--- config.mk ---
export PLATFORM = sky130hd
export DESIGN_NAME = key_short_long_press_detector_top
export DESIGN_NICKNAME = d
export VERILOG_FILES = /design/src/sv/kslpd_pkg.sv /design/src/sv/kslpd_key.sv /design/src/sv/key_short_long_press_detector_top.sv
export SDC_FILE = /design/constraint.sdc
export NUM_CORES = 1
export LEC_CHECK = 0
export BUFFER_PORTS_ARGS = -buffer_cell sky130_fd_sc_hd__buf_4
export CELL_PAD_IN_SITES_DETAIL_PLACEMENT = 0
export CELL_PAD_IN_SITES_GLOBAL_PLACEMENT = 1
export CORE_AREA = 2 2 146 177
export DETAILED_ROUTE_END_ITERATION = 7
export DIE_AREA = 0 0 148 179
export GPL_TIMING_DRIVEN = 0
export PLACE_DENSITY_LB_ADDON = 0.1
export SYNTH_ARGS = -nofsm -noshare
export SYNTH_HDL_FRONTEND = slang
export SYNTH_SLANG_ARGS = --single-unit
--- constraint.sdc ---
create_clock -name aclk -period 3 [get_ports aclk]
set_input_delay 0.6 -clock aclk [delete_from_list [all_inputs] [get_ports aclk]]
set_output_delay 0.6 -clock aclk [all_outputs]
set_load 0.02 [all_outputs]
--- src/sv/kslpd_pkg.sv ---
// ----------------------------------------------------------------------------
// kslpd_pkg: shared types and constants of the key press detector
// Item structs, command and action codes, flag bit positions and the
// per-key command struct that the top level hands to each key cell.
// ----------------------------------------------------------------------------
`default_nettype none

package kslpd_pkg;

    // Widths fixed by the item and register formats.
    localparam int TIMER_W   = 16;
    localparam int FLAGS_W   = 5;
    localparam int MASK_W    = 4;
    localparam int CFG_W     = 16;
    localparam int CFG_IDX_W = 2;

    // Saturation limit of the press timer.
    localparam logic [TIMER_W-1:0] TIMER_MAX = '1;

    // Register reset values.
    localparam logic [TIMER_W-1:0] SHORT_TIME_RST = 16'd50;
    localparam logic [TIMER_W-1:0] LONG_TIME_RST  = 16'd1000;
    localparam logic [MASK_W-1:0]  LONG_MODE_RST  = 4'h0;
    localparam logic [MASK_W-1:0]  ENABLE_RST     = 4'hF;

    // Flag bit positions.
    localparam int FL_FIRST = 0;
    localparam int FL_SHOLD = 1;
    localparam int FL_SREL  = 2;
    localparam int FL_LHOLD = 3;
    localparam int FL_LREL  = 4;

    typedef enum logic [1:0] {
        KIND_TICK  = 2'd0,
        KIND_READ  = 2'd1,
        KIND_RESET = 2'd2,
        KIND_CHECK = 2'd3
    } kslpd_kind_t;

    typedef enum logic [2:0] {
        ACT_NONE          = 3'd0,
        ACT_FIRST_PRESS   = 3'd1,
        ACT_SHORT_HOLD    = 3'd2,
        ACT_SHORT_RELEASE = 3'd3,
        ACT_LONG_HOLD     = 3'd4,
        ACT_LONG_RELEASE  = 3'd5
    } kslpd_action_t;

    typedef enum logic [CFG_IDX_W-1:0] {
        CFG_SHORT_TIME = 2'd0,
        CFG_LONG_TIME  = 2'd1,
        CFG_LONG_MODE  = 2'd2,
        CFG_ENABLE     = 2'd3
    } kslpd_cfg_idx_t;

    typedef struct packed {
        kslpd_kind_t       kind;
        logic [MASK_W-1:0] key_levels;
        logic [1:0]        key_index;
    } kslpd_in_t;

    typedef struct packed {
        kslpd_action_t     action;
        logic              action_pending;
        logic [MASK_W-1:0] pending_mask;
    } kslpd_out_t;

    // Command from the top level to one key cell for the current item.
    typedef struct packed {
        logic               tick;
        logic               read;
        logic               clear;
        logic               level;
        logic               enabled;
        logic               long_mode;
        logic [TIMER_W-1:0] short_time;
        logic [TIMER_W-1:0] long_time;
    } kslpd_key_cmd_t;

endpackage

`default_nettype wire

--- src/sv/kslpd_key.sv ---
// ----------------------------------------------------------------------------
// kslpd_key: state and classification logic of one key
// Holds the press timer and the action flags of one key, applies a tick,
// read or clear command and reports the flags after the command.
// ----------------------------------------------------------------------------
`default_nettype none

module kslpd_key
    import kslpd_pkg::*;
#(
    parameter int TICK_MS = 10
) (
    input  wire logic           aclk,
    input  wire logic           aresetn,
    input  wire kslpd_key_cmd_t cmd,
    output logic [FLAGS_W-1:0]  flags_after,
    output kslpd_action_t       read_action
);

    localparam logic [TIMER_W:0] TICK_INC = (TIMER_W+1)'(TICK_MS);

    logic [TIMER_W-1:0] timer_reg;
    logic [TIMER_W-1:0] timer_next;
    logic [FLAGS_W-1:0] flags_reg;
    logic [FLAGS_W-1:0] flags_next;
    logic [TIMER_W:0]   timer_sum;
    logic [TIMER_W-1:0] timer_sat;

    // Timer increment with saturation.
    assign timer_sum = {1'b0, timer_reg} + TICK_INC;
    assign timer_sat = timer_sum[TIMER_W] ? TIMER_MAX : timer_sum[TIMER_W-1:0];

    // Highest-priority latched action of this key.
    always_comb begin
        if (flags_reg[FL_FIRST]) begin
            read_action = ACT_FIRST_PRESS;
        end else if (flags_reg[FL_SHOLD]) begin
            read_action = ACT_SHORT_HOLD;
        end else if (flags_reg[FL_LHOLD]) begin
            read_action = ACT_LONG_HOLD;
        end else if (flags_reg[FL_SREL]) begin
            read_action = ACT_SHORT_RELEASE;
        end else if (flags_reg[FL_LREL]) begin
            read_action = ACT_LONG_RELEASE;
        end else begin
            read_action = ACT_NONE;
        end
    end

    // Next state for the command of the current item.
    always_comb begin
        timer_next = timer_reg;
        flags_next = flags_reg;
        if (cmd.tick) begin
            if (!cmd.enabled) begin
                flags_next = '0;
            end else if (timer_reg < cmd.short_time) begin
                timer_next = cmd.level ? timer_sat : '0;
            end else if (flags_reg == '0) begin
                flags_next[FL_FIRST] = 1'b1;
                flags_next[FL_SHOLD] = 1'b1;
            end else if (!cmd.long_mode) begin
                if (cmd.level) begin
                    flags_next[FL_SHOLD] = 1'b1;
                end else begin
                    timer_next          = '0;
                    flags_next[FL_SREL] = 1'b1;
                end
            end else if (timer_reg < cmd.long_time) begin
                if (cmd.level) begin
                    timer_next = timer_sat;
                end else begin
                    timer_next          = '0;
                    flags_next[FL_SREL] = 1'b1;
                end
            end else begin
                if (cmd.level) begin
                    flags_next[FL_LHOLD] = 1'b1;
                end else begin
                    timer_next          = '0;
                    flags_next[FL_LREL] = 1'b1;
                end
            end
        end else if (cmd.read) begin
            // A read consumes flags in priority order; a hold flag stays
            // until a later flag shows that the hold has ended.
            if (flags_reg[FL_FIRST]) begin
                flags_next[FL_FIRST] = 1'b0;
            end else if (flags_reg[FL_SHOLD]) begin
                if (flags_reg[FL_SREL] || flags_reg[FL_LREL] || flags_reg[FL_LHOLD]) begin
                    flags_next[FL_SHOLD] = 1'b0;
                end
            end else if (flags_reg[FL_LHOLD]) begin
                if (flags_reg[FL_SREL] || flags_reg[FL_LREL]) begin
                    flags_next[FL_LHOLD] = 1'b0;
                end
            end else if (flags_reg[FL_SREL] || flags_reg[FL_LREL]) begin
                flags_next = '0;
            end
        end else if (cmd.clear) begin
            timer_next = '0;
            flags_next = '0;
        end
    end

    assign flags_after = flags_next;

    // State registers.
    always_ff @(posedge aclk) begin
        if (!aresetn) begin
            timer_reg <= '0;
            flags_reg <= '0;
        end else begin
            timer_reg <= timer_next;
            flags_reg <= flags_next;
        end
    end

endmodule

`default_nettype wire

--- src/sv/key_short_long_press_detector_top.sv ---
// ----------------------------------------------------------------------------
// key_short_long_press_detector_top: short and long key press classifier
// The result of an item is registered and valid in the cycle after it is accepted.
// Throughput: one item per cycle unless m_ready stalls; the per-key update and the
// result selection sit between the input handshake and the result register.
// Reset: synchronous active-low aresetn clears all timers and flags and
// loads the default thresholds and masks; no clearing pass is needed.
// ----------------------------------------------------------------------------
`default_nettype none

module key_short_long_press_detector_top
    import kslpd_pkg::*;
#(
    parameter int NUM_KEYS = 4,
    parameter int TICK_MS  = 10
) (
    input  wire logic                 aclk,
    input  wire logic                 aresetn,
    // Configuration write port
    input  wire logic                 cfg_we,
    input  wire logic [CFG_IDX_W-1:0] cfg_index,
    input  wire logic [CFG_W-1:0]     cfg_wdata,
    // Input item channel
    input  wire logic                 s_valid,
    output logic                      s_ready,
    input  wire kslpd_in_t            s_data,
    // Result item channel
    output logic                      m_valid,
    input  wire logic                 m_ready,
    output kslpd_out_t                m_data
);

    // Keys at index four and above never hold flags, so only the first
    // four keys get storage.
    localparam int STORED_KEYS = (NUM_KEYS < MASK_W) ? NUM_KEYS : MASK_W;

    logic [TIMER_W-1:0] short_time_reg;
    logic [TIMER_W-1:0] long_time_reg;
    logic [MASK_W-1:0]  long_mode_reg;
    logic [MASK_W-1:0]  enable_reg;

    logic               accept;
    logic               m_valid_reg;
    kslpd_out_t         m_data_reg;
    kslpd_out_t         result;

    logic [MASK_W-1:0]  pending_vec;
    kslpd_action_t      action_vec [MASK_W];

    // Configuration registers.
    always_ff @(posedge aclk) begin
        if (!aresetn) begin
            short_time_reg <= SHORT_TIME_RST;
            long_time_reg  <= LONG_TIME_RST;
            long_mode_reg  <= LONG_MODE_RST;
            enable_reg     <= ENABLE_RST;
        end else if (cfg_we) begin
            unique case (kslpd_cfg_idx_t'(cfg_index))
                CFG_SHORT_TIME: short_time_reg <= cfg_wdata[TIMER_W-1:0];
                CFG_LONG_TIME:  long_time_reg  <= cfg_wdata[TIMER_W-1:0];
                CFG_LONG_MODE:  long_mode_reg  <= cfg_wdata[MASK_W-1:0];
                CFG_ENABLE:     enable_reg     <= cfg_wdata[MASK_W-1:0];
                default:        ;
            endcase
        end
    end

    // An item enters whenever the result register is free or being drained.
    assign s_ready = !m_valid_reg || m_ready;
    assign accept  = s_valid && s_ready;

    // One cell per stored key; missing keys read as idle.
    for (genvar k = 0; k < MASK_W; k++) begin : g_key
        if (k < STORED_KEYS) begin : g_cell
            kslpd_key_cmd_t     cmd;
            logic [FLAGS_W-1:0] flags_after;

            always_comb begin
                cmd.tick       = accept && (s_data.kind == KIND_TICK);
                cmd.read       = accept && (s_data.kind == KIND_READ)
                                 && (s_data.key_index == 2'(k));
                cmd.clear      = accept && (s_data.kind == KIND_RESET)
                                 && (s_data.key_index == 2'(k));
                cmd.level      = s_data.key_levels[k];
                cmd.enabled    = enable_reg[k];
                cmd.long_mode  = long_mode_reg[k];
                cmd.short_time = short_time_reg;
                cmd.long_time  = long_time_reg;
            end

            kslpd_key #(
                .TICK_MS (TICK_MS)
            ) u_key (
                .aclk        (aclk),
                .aresetn     (aresetn),
                .cmd         (cmd),
                .flags_after (flags_after),
                .read_action (action_vec[k])
            );

            assign pending_vec[k] = |flags_after;
        end else begin : g_none
            assign pending_vec[k] = 1'b0;
            assign action_vec[k]  = ACT_NONE;
        end
    end

    // Result of the item being accepted.
    always_comb begin
        result.action         = (s_data.kind == KIND_READ) ? action_vec[s_data.key_index]
                                                           : ACT_NONE;
        result.action_pending = pending_vec[s_data.key_index];
        result.pending_mask   = pending_vec;
    end

    // Result register.
    always_ff @(posedge aclk) begin
        if (!aresetn) begin
            m_valid_reg <= 1'b0;
        end else if (accept) begin
            m_valid_reg <= 1'b1;
        end else if (m_ready) begin
            m_valid_reg <= 1'b0;
        end
    end

    always_ff @(posedge aclk) begin
        if (accept) begin
            m_data_reg <= result;
        end
    end

    assign m_valid = m_valid_reg;
    assign m_data  = m_data_reg;

endmodule

`default_nettype wire

==> impl_metrics.toml <==
[global_route]
grt_use_met3_pct = 4.071
grt_max_degree = 17
use_met2_pct = 45.51
overflow = 0
antenna_found_initial = 0
grt_use_total_pct = 27.06
grt-busiest-layer = "met2"
grtUsageMet1_pct = 35.07
first_global_vias = 8995
grt_pass1_wl_mm = 53.65

[yosys]
yosys_warnings = 0
async_flop_share_pct = 0
syn_area_um2 = 9784
synth_largest_area_cell = "dfxtp_1"
synth_cells = 1215
syn-num-nets = 1370
avgSynthCellArea_um2 = 8.053
yosysUniqueCellTypes = 84
synth_top_area_share_pct = 25.58
ys_seq_area_share_pct = 28.03
synth_top_flop_cell = "dfxtp_1"
synth_seq_cells = 133
yosysMostFrequentCell = "nand2_1"
synth_edf_count = 8
yosys-top-cells-count = "nand2_1 (130), dfxtp_1 (125), ha_1 (124), a21oi_1 (116), nor2_1 (93)"
synth.area.top_cells = "dfxtp_1 (26%), ha_1 (16%), a21oi_1 (5.9%)"

[timing]
period_needed_ns = 2.968
drv_slew = 0
hold_viol_final = 0
fin_skew_ns = 0.01191
finalCritPeriodShare_pct = 98.94
setup_viol = 0
tns_ns = 0
relSlewSlack_pct = 33.56
rsz0062_at_grt = "yes"
fin_hold_ws_ns = 0.4030
max_freq_mhz = 336.9
fin_ws_ns = 0.03166
max_slew.worst_pin.slew_ns = 0.9966

[drt]
first_pass_iters = 6
drt_first_iter_violations = 787
routed_wl_mm = 35.39
vias = 9609
antenna_left = 0
drc = 0
avgRoutedWirePerCell_um = 21.87
via_per_inst = 5.939

[final_layout]
largest_register_ffs = 64
syn_to_final_growth_pct = 14.22
nets = 1430
drive_above_1_share_pct = 12.27
seqCellArea_um2 = 2743
fin_util_pct = 44.73
n_antenna_cell = 0
multi_input_area_um2 = 6724
fill_cells = 2628

[place]
io_buffer_count = 35
dpl_worst_slack_ns = -0.4010
gp_congestion = 0.8237
dp.final_hpwl_mm = 26.84

[hold_path]
hold_depth = 3
hold_class = "primary input to flip-flop"

[die]
core_area_um2 = 24980
die_area_um2 = 26490
die_w_um = 148
ios = 41
die_y_um = 179
rows = 64
initial_core_util_pct = 39.16

[clock_network]
clk_latency_ns = 0.44
htreeDepth = 4
clockBufferDepth = 2
cts_buffers = 17
clk_pin_slew_worst_paths_ns = 0.07
cts_tree = "done"
cts.sink_count = 133
cts_root_buf = "clkbuf_16"
hold_buffers = 0

[worst_setup_path]
crit_fanout = 5
r2r_setup_slack_ns = 0.03
endpoint_kind = "flip-flop"
arrival_ns = 3.14
r2r_cells = 10
required_ns = 3.17
start_kind = "flip-flop"
critPathKind = "flip-flop to flip-flop"

[pwr]
p_leak_nw = 4.662
vdd_drop_max_v = 0.0003921
power.density_nw_per_um2 = 408.9

[job]
drv_cap = 0

[status]
status = "completed"
==> final timing paths <==
check / end / startpoint
max reg2reg: m_data[4] / long_time_reg[9]
max: m_data[4] / long_time_reg[9]
min: long_time_reg[6] / cfg_wdata[6]
min reg2reg: short_time_reg[12] / short_time_reg[12]
==> cells in the final DEF (no fill, tap or decap), types with 7 or more instances in the layout <==
cell type / synthesis / layout
a41oi_1: 10 / 10
clkbuf_1: 30 / 31
or2_2: 8 / 8
buf_4: 4 / 46
nand4_1: 34 / 34
a31oi_1: 32 / 32
ha_1: 124 / 124
clkbuf_16: 0 / 17
dfxtp_1: 125 / 125
and3_1: 18 / 18
nor2_1: 93 / 93
a21o_1: 26 / 26
o221a_2: 19 / 19
a311oi_1: 10 / 10
edfxtp_1: 8 / 8
o211ai_1: 13 / 13
o21a_1: 13 / 13
and2_1: 10 / 10
o21ai_0: 82 / 79
a211oi_1: 7 / 7
nand2b_1: 18 / 18
nor2b_1: 18 / 18
nor3_1: 29 / 28
mux2i_1: 8 / 8
inv_1: 50 / 48
nand2_1: 130 / 129
nor4_1: 17 / 13
buf_2: 11 / 9
a21oi_1: 116 / 115
nand3_1: 25 / 25
==> metal layers <==
metal / part of all wire (%) / up-vias / wire, um
met2: 47 / 272 / 16780
met1: 44 / 4560 / 15580
met5: 0 / - / 0
li1: - / 4719 / -
met4: 3.2 / 0 / 1134
met3: 5.3 / 58 / 1889
==> final cells by class <==
| type | count | area share (%) |
|---|---|---|
| Buffer | 46 | 1.926 |
| Clock buffer | 20 | 3.997 |
| Clock inverter | 12 | 1.176 |
| Inverter | 51 | 1.747 |
| Multi-Input combinational cell | 985 | 60.17 |
| Sequential cell | 133 | 24.54 |
| Tap cell | 330 | 3.695 |
| Timing Repair Buffer | 41 | 2.754 |
==> where the power goes <==
group          internal (mW)  total (mW)  leakage, nW  switching, mW
logic                  0.190       0.583         3.30          0.393
clock network           1.25        2.13        0.272          0.889
registers               1.82        1.85         1.09         0.0333
==> critical path, stage by stage (launching register included) <==
cell	delay, ns
dfxtp_1	0.30
inv_1	0.26
ha_1	0.31
a21oi_1	0.14
o21ai_0	0.15
a221oi_2	0.46
a21boi_0	0.22
a41oi_1	0.27
o22ai_1	0.15
nor3_2	0.30
o32ai_1	0.14
==> cell families after synthesis <==
group / synth area share [%]
XOR/XNOR: 0.8057
multiplexers: 0.8184
AND/OR/NAND/NOR: 22.42
AO/OA/AOI/OAI: 27.98
flip-flops: 28.03
buffers and inverters: 4.092
adder cells (fa/ha/maj): 15.86
==> metrics by stage <==
| step | power [mW] | cell area, um2 | cells |
|---|---|---|---|
| 3_5_place_dp | 2.454 | 10460 | 1580 |
| 2_1_floorplan | 2.227 | 9784 | 1215 |
| 5_1_grt | 4.734 | 11180 | 1618 |
| 6_report | 4.570 | 11180 | 1618 |
| 4_1_cts | 4.572 | 11050 | 1612 |
| 3_3_place_gp | 2.453 | 10460 | 1580 |
==> repair_timing <==
item | 4_1_cts | 5_1_grt
gates resized for setup | 4 | 21
pin swaps | 0 | 9
setup endpoints to repair | 6 | 53
setup buffers | 0 | 6
Power figures use the tool's default switching activity.
